--- src/hdl/wbc_pkg.sv ---
// Package for the write-back set-associative cache unit.
// Holds the geometry constants and the controller/datapath structs.
// Depends on nothing.
`timescale 1ns / 1ps
package wbc_pkg;

  localparam int SETS       = 8;
  localparam int WAYS       = 4;
  localparam int LINE_WORDS = 16;
  localparam int MEM_BYTES  = 65536;

  localparam int ADDR_W   = 16;
  localparam int DATA_W   = 32;
  localparam int STRB_W   = 4;
  localparam int OFF_W    = $clog2(LINE_WORDS);
  localparam int LINE_LSB = OFF_W + 2;
  localparam int SET_W    = $clog2(SETS);
  localparam int WAY_W    = (WAYS > 1) ? $clog2(WAYS) : 1;
  localparam int TAG_W    = ADDR_W - LINE_LSB - SET_W;
  localparam int CNT_W    = OFF_W + 1;
  localparam int MEM_WORDS   = MEM_BYTES / 4;
  localparam int MEM_AW      = $clog2(MEM_WORDS);
  localparam int CACHE_DEPTH = SETS * WAYS * LINE_WORDS;
  localparam int CACHE_AW    = SET_W + WAY_W + OFF_W;

  localparam logic CMD_STORE = 1'b1;

  // Commands from the controller to the datapath.
  typedef struct packed {
    logic              accept;
    logic              wb;
    logic              fill;
    logic              fill_done;
    logic              commit;
    logic              clr;
    logic [CNT_W-1:0]  cnt;
    logic [MEM_AW-1:0] clr_addr;
  } cmd_t;

  // Status from the datapath to the controller.
  typedef struct packed {
    logic hit;
    logic victim_dirty;
    logic out_busy;
  } sts_t;

endpackage

--- src/hdl/wbc_ctrl.sv ---
// Controller state machine of the cache unit: clear pass, lookup, write-back,
// refill and result commit. Depends on wbc_pkg.
`timescale 1ns / 1ps
module wbc_ctrl (
  input  logic          clk,
  input  logic          rst_n,
  input  logic          in_valid,
  output logic          in_ready,
  input  wbc_pkg::sts_t sts,
  output wbc_pkg::cmd_t cmd
);

  localparam logic [2:0] S_CLR    = 3'd0;
  localparam logic [2:0] S_IDLE   = 3'd1;
  localparam logic [2:0] S_WB     = 3'd2;
  localparam logic [2:0] S_FILL   = 3'd3;
  localparam logic [2:0] S_ACCESS = 3'd4;
  localparam logic [2:0] S_MERGE  = 3'd5;

  localparam logic [wbc_pkg::CNT_W-1:0] CNT_END = wbc_pkg::CNT_W'(wbc_pkg::LINE_WORDS);
  localparam logic [wbc_pkg::MEM_AW-1:0] CLR_END = wbc_pkg::MEM_AW'(wbc_pkg::MEM_WORDS - 1);

  logic [2:0]                  state_r, state_nxt;
  logic [wbc_pkg::CNT_W-1:0]   cnt_r, cnt_nxt;
  logic [wbc_pkg::MEM_AW-1:0]  clr_r, clr_nxt;
  logic                        accept;

  assign in_ready = (state_r == S_IDLE);
  assign accept   = in_ready && in_valid;

  always_comb begin
    state_nxt = state_r;
    cnt_nxt   = cnt_r;
    clr_nxt   = clr_r;
    case (state_r)
      S_CLR: begin
        clr_nxt = clr_r + 1'b1;
        if (clr_r == CLR_END) begin
          state_nxt = S_IDLE;
        end
      end
      S_IDLE: begin
        cnt_nxt = '0;
        if (accept) begin
          if (sts.hit) begin
            state_nxt = S_MERGE;
          end else if (sts.victim_dirty) begin
            state_nxt = S_WB;
          end else begin
            state_nxt = S_FILL;
          end
        end
      end
      S_WB: begin
        cnt_nxt = cnt_r + 1'b1;
        if (cnt_r == CNT_END) begin
          cnt_nxt   = '0;
          state_nxt = S_FILL;
        end
      end
      S_FILL: begin
        cnt_nxt = cnt_r + 1'b1;
        if (cnt_r == CNT_END) begin
          state_nxt = S_ACCESS;
        end
      end
      S_ACCESS: begin
        state_nxt = S_MERGE;
      end
      S_MERGE: begin
        if (!sts.out_busy) begin
          state_nxt = S_IDLE;
        end
      end
      default: begin
        state_nxt = S_IDLE;
      end
    endcase
  end

  always_ff @(posedge clk) begin
    if (!rst_n) begin
      state_r <= S_CLR;
      cnt_r   <= '0;
      clr_r   <= '0;
    end else begin
      state_r <= state_nxt;
      cnt_r   <= cnt_nxt;
      clr_r   <= clr_nxt;
    end
  end

  always_comb begin
    cmd.accept    = accept;
    cmd.wb        = (state_r == S_WB);
    cmd.fill      = (state_r == S_FILL);
    cmd.fill_done = (state_r == S_FILL) && (cnt_r == CNT_END);
    cmd.commit    = (state_r == S_MERGE) && !sts.out_busy;
    cmd.clr       = (state_r == S_CLR);
    cmd.cnt       = cnt_r;
    cmd.clr_addr  = clr_r;
  end

endmodule

--- config.mk ---
export PLATFORM = sky130hd
export DESIGN_NAME = wbc_ctrl
export DESIGN_NICKNAME = d
export VERILOG_FILES = /design/src/hdl/wbc_pkg.sv /design/src/hdl/wbc_ctrl.sv
export SDC_FILE = /design/constraint.sdc
export NUM_CORES = 1
export LEC_CHECK = 0
export BUFFER_PORTS_ARGS = -buffer_cell sky130_fd_sc_hd__clkbuf_2
export CAP_MARGIN = 20
export CORE_ASPECT_RATIO = 0.75
export CORE_MARGIN = 3
export CORE_UTILIZATION = 40
export CTS_BUF_LIST = sky130_fd_sc_hd__clkbuf_8
export DETAILED_ROUTE_END_ITERATION = 10
export PLACE_DENSITY = 0.64
export SYNTH_ARGS = -nofsm -noshare
export SYNTH_HDL_FRONTEND = slang
export SYNTH_SLANG_ARGS = --single-unit
--- constraint.sdc ---
create_clock -name clk -period 2.2 [get_ports clk]
set_input_delay 0.11 -clock clk [delete_from_list [all_inputs] [get_ports clk]]
set_output_delay 0.11 -clock clk [all_outputs]
set_load 0.1 [all_outputs]
* Word-level counts from Yosys, hierarchy flattened *
Cells that the tools add are included.

word-level totals
  register bits after elaboration = 22
  bits of input ports = 6
  logic and storage cells = 34

cells by class
  equality and inequality tests = 12
  add/subtract/negate cells = 2
  reductions and logical operators = 7
  multiplexer cells = 10

operators by type and width
  kind                     number
  $mux W3                  6
  $pmux W3 S6              1
  $pmux W5 S3              1
  $add A14 B1 Y14 const B  1
  $eq A14 B14 Y1 const B   1
  $ne A2 B1 Y1 const B     4
  $eq A3 B2 Y1 const B     2
  $eq A3 B3 Y1 const B     2
  $add A5 B1 Y5 const B    1
  $eq A5 B5 Y1 const B     1
  $mux W5                  1
  $reduce_and A5 Y1        1
  $eq A3 B1 Y1 const B     1
  $logic_and A1 B1 Y1      3
  $logic_not A3 Y1         1
  $reduce_bool A3 Y1       1
  $ne A2 B2 Y1 const B     1
  $logic_not A1 Y1         1
  $mux W1                  1

* Longest topological paths before layout *
Gate-level depths: netlist (run 1).

  depth after elaboration = 4
  gate-level depth with buffers = 7

* Worst setup path before layout (run 1) *
No wires, ideal clock.

  path kind = register -> register
  start = register cnt_r[4] (netlist bit)
  end = register state_r[2]
  setup time = 0.063 ns
  buffers on the path = 0
  cell stages (with the launch flop) = 5
  path slack = -0.978 ns
  data required time = 2.137 ns
  data arrival time = 3.115 ns
  cells stage by stage = dfxtp_1 > nor4bb_1 > nand2_1 > nor2_1 > o21a_1

on the way
  cells in the longest elaborated chain, start to end = 3
  elaborated cells between the ends (all ways) = 4
  classes of those cells = eq/ne (3); reduce/logical (1)

ends and longest elaborated chain
  element                               RTL line                        RTL
  start: declaration                    wbc_ctrl.sv:24                  logic [wbc_pkg::CNT_W-1:0] cnt_r, cnt_nxt;
  start signal: assignment              wbc_ctrl.sv:88                  cnt_r <= cnt_nxt;
  $eq A5 B5 Y1 *                        wbc_ctrl.sv:56, wbc_ctrl.sv:63
  $ne A2 B1 Y1 (no source line)         --
  $reduce_and A5 Y1 (no source line) *  --
  end signal: assignment                wbc_ctrl.sv:87                  state_r <= state_nxt;
  end: declaration                      wbc_ctrl.sv:23                  logic [2:0] state_r, state_nxt;

Mark *: on every way between the ends. The rest lies on a longest branch, timed or not.
A chain may end at the register's enable or synchronous reset.

==> results.md, run 1 <==
- Part of the power in the clock network: between 30% and 40%
- Clock skew: 2.13 ps
- Clock buffer depth: 2
- Count of hold-fix buffers inserted at cts: 0
- Chip width: 67.5 um
- Commonest non-fill, non-tap cells in the layout: 30 x clkbuf_2, 19 x dfxtp_1, 13 x nand2_1
- Sw Pwr: 0.000184 W
- CTS buffer count: 3
- Post-cts sizing count: 0
- Synth Register Bits: 22
- Placed Instances: approximately 190
- Ant diodes: 0
- Clk sink count: 22
- DR iter-0 viols: 29
- Final setup fails: 0
- Final period util: between 90 and 100%
- Vias in the first global route: 929
- Avg Synthesized Cell Area: 8.80 um^2
- Grt total ovfl: 0
- Worst EP required: 2090 ps
- DRC: 0
- Combinational Power Share: 9.0%
- Max-Cap Viols: 0
- HP Class: primary input to register
- Post-CTS setup buffers: 0
- Placement Cell Area: 1330 um^2
- Routed wire length: about 2400 um
- All-layer global routing usage: roughly 16%
- Nets@finish: 169
- TritonCTS clock tree: built
- Die ar.: 3520 um^2
- VDD IR max: about 0.22 mV
- Status: finished clean
- Pwr Density: 546 nW/um^2
- WL/cell: 12.4 um
- First-pass GRT wire length: 4230 um
- Mapped Area: about 1100 um^2
- Maximum number of pins on one net before global-route repair: 22
- Sw frac: 24.1%
- Post-route cell area: 1400 um^2
- Slew Viols, Final: 0
- Core area: about 2700 um^2
- Crit Path Max Fanout: 10
- H-tree depth: 1
- Vert. Die Dim: 52.1 um
- Drt pass-1 iters: 4
- Leakage: 0.579 nW
- Root Buffer: clkbuf_8
- Row Count: 16
- Syn Nets: roughly 140
- Worst-skew pair later-pin latency: 260 ps
- Clock-pin slew on the worst setup and hold paths: around 80 ps
- Netlist cell types: 35
- GPL Wtd Cong: 0.757
- CP arrival: roughly 1900 ps
- Reg power frac: 53.7%
- Vias/cell: between 5 and 6
- Critical path startpoint category: register
- Fmax: roughly 500 MHz
- Relative slew slack: 63.5%
- P&R area growth vs syn: 22.9%
- RSZ-0062 raised after global routing: no
- Min cycle time layout: 2000 ps
- Pint: 0.000578 W
- DP Wirelength: 1830 um
- CP endpoint kind: primary output
- Buffers on Ports: 31
- Most common cell after layout, fill and taps aside: clkbuf_2
- # IOs: 32
- Fin. Hold Viols: 0
- Sequential share of the synthesized area: 38.8%
- Warning count from the yosys run: 0
- Initial Utilization: between 40% and 50%
- Via count: between 900 and 1000
- Cell count after synthesis: roughly 130
- Initial antenna violation count: 0
- Critical path type: register to primary output
- Routed Antenna Nets: 0
- Share of cells above drive strength 1: between 20% and 30%
- Finished Layout Cells: 195
- Filler instances: 256
- Actual slew at the worst max-slew pin: 550 ps
-- registers in the layout, indices dropped and copies added, names as in the netlist --
| register | flops |
|---|---|
| state_r | 3 |
| cnt_r | 5 |
| clr_r | 14 |
-- cells by family after synthesis --
kind of cell / Yosys count / synth area share (%)
adder cells (fa/ha/maj): 3 / 3.31
buffers and inverters: 9 / 4.63
XOR/XNOR: 13 / 10.0
flip-flops: 22 / 38.8
AND/OR/NAND/NOR: 66 / 33.2
AO/OA/AOI/OAI: 14 / 8.27
multiplexers: 2 / 1.76
-- worst max-delay path, stage by stage, from the launching register on --
cell and delay (ps):
dfxtp_1 390, or3_1 550, inv_2 200, clkbuf_2 480
-- Yosys cell counts --
master    instances  share of area, %
a21boi_1          1              0.66
o21ba_2           1              0.88
a21oi_1           2              0.88
nor3_1            1              0.44
and2_1           10               5.5
nand2_1          13               4.3
inv_1             3              0.99
o221ai_1          1              0.77
nand2b_1          5               2.8
a21boi_0          3               2.0
nor4_1            2               1.1
nor3_2            1              0.88
dfxtp_1          22                39
or3_1             3               1.7
nand4_1           8               4.4
nor2_1            9               3.0
inv_2             1              0.33
and3_1            1              0.55
nor2b_1           2               1.1
xnor2_1           7               5.4
buf_4             1              0.66
and4b_1           1              0.88
and4_1            2               1.5
o21ai_0           3               1.3
nand4b_1          2               1.5
ha_1              3               3.3
xor2_1            6               4.6
mux2i_1           2               1.8
nand3_1           3               1.3
o21a_1            1              0.66
clkbuf_1          2              0.66
buf_6             2               2.0
nor4bb_1          1              0.88
a31oi_1           2               1.1
nor3b_1           2               1.3
-- power by group through the flow --
stage	combinational [W]	clock (W)	sequential, W
detailed placement	0.0000690	0	0.000419
global route	0.0000730	0.000306	0.000410
finish	0.0000683	0.000284	0.000409
floorplan	0.0000173	0	0.000455
global placement	0.0000682	0	0.000418
CTS	0.0000693	0.000297	0.000409
-- cell type report --
type                            instances  area [um^2]  share of cell area, %
Multi-Input combinational cell         98          666                   47.7
Sequential cell                        22          444                   31.8
Timing Repair Buffer                   31          170                   12.2
Clock buffer                            4         55.1                   3.95
Tap cell                               36         45.0                   3.23
Inverter                                4         15.0                   1.08
-- layer usage --
layer | global-route usage [%] | wire length, um | vias up
met3 | 4.32 | 128 | 0
li1 | - | - | 508
met4 | 3.03 | 0 | 0
met2 | 24.2 | 1120 | 26
met5 | 0 | 0 | -
met1 | 21.7 | 1170 | 462
-- path summary, 6_finish.rpt --
check	slack, ps	depth (start not counted)	end	from
hold / removal	220	3	state_r[0]	sts[1]
setup / recovery	200	3	cmd[19]	state_r[2]
setup reg to reg	470	5	clr_r[12]	state_r[2]
hold reg to reg	510	2	clr_r[1]	clr_r[1]
-- through the flow --
stage	power [W]	setup TNS (ps)	util (%)	setup WS (ps)	hold WS (ps)
2_1_floorplan	0.000472	-18.2	-	-18.2	262
3_3_place_gp	0.000486	0	50.1	496	485
3_5_place_dp	0.000488	0	50.1	379	496
4_1_cts	0.000775	0	52.2	98.4	202
5_1_grt	0.000789	0	52.4	103	213
6_report	0.000761	0	52.4	204	216
(Power assumes the default switching activity.)
==> run 2: changes to the inputs <==
- ABC_AREA: default -> 1
- PLACE_DENSITY: 0.64 -> 0.63
- SKIP_LAST_GASP: default -> 1
==> run 2 against run 1 <==
  * Utilization decreased by 1.4 points
  * Total power increased by 0.46%
  * Critical path depth increased by 1
  * Register-to-register slack improved by 280 ps
  * Critical endpoint is now cmd[21]
  * Largest power group unchanged
==> results.md, run 2 <==
- Register bank with the most flops: clr_r (unchanged)
- Mapped Area: 1290 um^2 (was 1130 um^2)
- Area of the multi-input gates: 741 um^2 (was 666 um^2)
- Actual slew at the worst max-slew pin: 546 ps (was 550 ps)
- Filler instances: 308 (was 256)
- Fmax: 520 MHz (was 501 MHz)
- Drt pass-1 iters: 6 (was 4)
- Root Buffer: clkbuf_8 (unchanged)
- Critical path type: register to primary output (unchanged)
- Worst EP required: 2090 ps (about the same)
- P&R area growth vs syn: 19.4% (was 22.9%)
- Largest regs: clr_r x14, cnt_r x5, state_r x3 (unchanged)
- Sequential share of the synthesized area: 34.2% (was 38.8%)
- Clock skew: 5.13 ps (was 2.13 ps)
- DR iter-0 viols: 48 (was 29)
- Commonest non-fill, non-tap cells in the layout: 32 x nand2_1, 31 x clkbuf_2, 25 x nor2_1 (was 30 x clkbuf_2, 19 x dfxtp_1, 13 x nand2_1)
- Most common cell after layout, fill and taps aside: nand2_1 (was clkbuf_2)
- PnR Total Power: 0.000765 W (was 0.000761 W)
- Initial antenna violation count: 0 (unchanged)
- Avg Synthesized Cell Area: 7.28 um^2 (was 8.80 um^2)
- CP arrival: 1810 ps (was 1890 ps)
- Relative slew slack: 63.8% (was 63.5%)
- Die ar.: 3950 um^2 (was 3520 um^2)
- Chip width: 71.5 um (was 67.5 um)
- Ant diodes: 0 (unchanged)
- Crit Path Max Fanout: 9 (was 10)
- Routed Antenna Nets: 0 (unchanged)
- Leakage: 0.684 nW (was 0.579 nW)
- Critical path startpoint category: register (unchanged)
- Clock buffer depth: 2 (unchanged)
- Synth top area cells: dfxtp_1 34%, nand2_1 9.3%, nor2_1 7.3% (was dfxtp_1 39%, and2_1 5.5%, xnor2_1 5.4%)
- Status: finished clean (unchanged)
- CP endpoint kind: primary output (unchanged)
- Most frequent cell after synthesis: nand2_1 (was dfxtp_1)
- Max-Cap Viols: 0 (unchanged)
- GPL Wtd Cong: 0.847 (was 0.757)
- Nets@finish: 219 (was 169)
- TritonCTS clock tree: built (unchanged)
- CTS buffer count: 3 (unchanged)
- Post-cts sizing count: 0 (unchanged)
- Row Count: 17 (was 16)
- HP Class: primary input to register (unchanged)
- Grt total ovfl: 0 (unchanged)
- Share of cells above drive strength 1: 31.1% (was 28.9%)
- Post-CTS setup buffers: 0 (unchanged)
- All-layer global routing usage: 14.8% (was 15.6%)
- Count of hold-fix buffers inserted at cts: 0 (unchanged)
- Cells along the critical path: inv_2, nor2_4, and3_1, clkbuf_2 (was or3_1, inv_2, clkbuf_2)
- Via count: 1192 (was 996)
- Area leader, netlist: dfxtp_1 (unchanged)
- Initial Utilization: 42.7% (was 42.6%)
- Core area: 3020 um^2 (was 2660 um^2)
- RSZ-0062 raised after global routing: no (unchanged)
- Number of flops mapped to enable cells by yosys: 0 (unchanged)
- Warning count from the yosys run: 0 (unchanged)
- Synth Register Bits: 22 (unchanged)
- Final period util: 87.3% (was 90.7%)
- Slowest-stage cell, CP: dfxtp_1 (was or3_1)
- Buffers on Ports: 31 (unchanged)
- H-tree depth: 1 (unchanged)
- Pwr Density: 497 nW/um^2 (was 546 nW/um^2)
- Setup slack after layout: 279 ps (was 204 ps)
- WP buf/inv: 2 (unchanged)
- Largest register FFs: 14 (unchanged)
- Vias in the first global route: 1017 (was 929)
- Slew Viols, Final: 0 (unchanged)
- Final setup fails: 0 (unchanged)
- Critical path's largest stage delay: 640 ps (was 550 ps)
- Post-synth ARST share: 0% (unchanged)
- Syn Nets: 186 (was 138)
- VDD IR max: 0.227 mV (was 0.221 mV)
- Clk sink count: 22 (unchanged)
- Vert. Die Dim: 55.2 um (was 52.1 um)
- Clock-pin slew on the worst setup and hold paths: 80 ps (about the same)
- Routed wire length: 2730 um (was 2420 um)
- Worst-skew pair later-pin latency: 260 ps (about the same)
- Most used flip-flop cell after synthesis: dfxtp_1 (unchanged)
- DRC: 0 (unchanged)
- First-pass GRT wire length: 4490 um (was 4230 um)
- Min cycle time layout: 1920 ps (was 2000 ps)
- Cell count after synthesis: 177 (was 129)
- DP Wirelength: 2190 um (was 1830 um)
- Register Area: 440 um^2 (was 444 um^2)
- WL/cell: 11.0 um (was 12.4 um)
- Synth top area share: 34.2% (was 38.8%)
- Most common library cells after synthesis: 32 x nand2_1, 25 x nor2_1, 22 x dfxtp_1 (was 22 x dfxtp_1, 13 x nand2_1, 10 x and2_1)
- Delay-heaviest family, CP: flip-flops (was buffers and inverters)
- Fin. Hold Viols: 0 (unchanged)
- # IOs: 32 (unchanged)
- Maximum number of pins on one net before global-route repair: 17 (was 22)
- Netlist cell types: 29 (was 35)
- Vias/cell: 4.83 (was 5.11)
- Placement Setup Slack: 576 ps (was 379 ps)
==> run 2: report_power, final <==
| group | internal (W) | switching, W | total, W |
|---|---|---|---|
| logic | 0.0000131 | 0.0000512 | 0.0000643 |
| registers | 0.000402 | 0.00000489 | 0.000407 |
| clock network | 0.000160 | 0.000134 | 0.000293 |
| total | 0.000575 | 0.000190 | 0.000765 |
==> run 2: cell families (layout without fill, tap and decap cells) <==
family,count (synthesis),after routing,share of synthesized area (%)
buf+inv,29,61,9.51
simple gates,93,93,38.7
flops,22,22,34.2
fa+ha+maj,3,3,2.91
compound gates,25,25,11.3
xor+xnor,5,5,3.40
==> run 2: final cells by class <==
cell class              instances  share of cell area [%]
repair buffers                 31                    10.1
flip-flops and latches         22                    28.6
multi-input cells             126                    48.1
clock buffers                   4                    3.58
inverters                      26                    6.50
well taps                      38                    3.09
==> run 2: worst paths after layout <==
kind | start | end | slack (ps) | cells past startpoint
hold reg to reg | clr_r[11] | clr_r[11] | 500 | 2
hold / removal | sts[0] | state_r[2] | 190 | 3
setup reg to reg | state_r[1] | state_r[1] | 750 | 7
setup / recovery | state_r[1] | cmd[21] | 280 | 4
==> run 2: layer usage <==
layer	track usage [%]	vias to the layer above	wire, um
met5	0	-	0
met4	4.69	0	12
met3	5.23	2	171
met2	24.4	23	1210
met1	18.4	538	1330
li1	-	629	-
==> run 2: metrics by stage <==
step / hold WS [ps] / utilization [%] / instance area (um^2) / instances / setup TNS (ps)
floorplan: 248 / - / 1300 / 177 / -6.10
global placement: 468 / 49.1 / 1480 / 243 / 0
detailed placement: 471 / 49.1 / 1480 / 243 / 0
global route: 205 / 51.0 / 1540 / 247 / 0
finish: 190 / 51.0 / 1540 / 247 / 0
CTS: 183 / 51.0 / 1540 / 247 / 0
==> run 2: worst register-to-register path: cells and delay by family, from the launching register on <==
kind                   cells  cell delay [ps]
buffers and inverters      1              120
DFF                        1              640
and+or+nand+nor            6              600
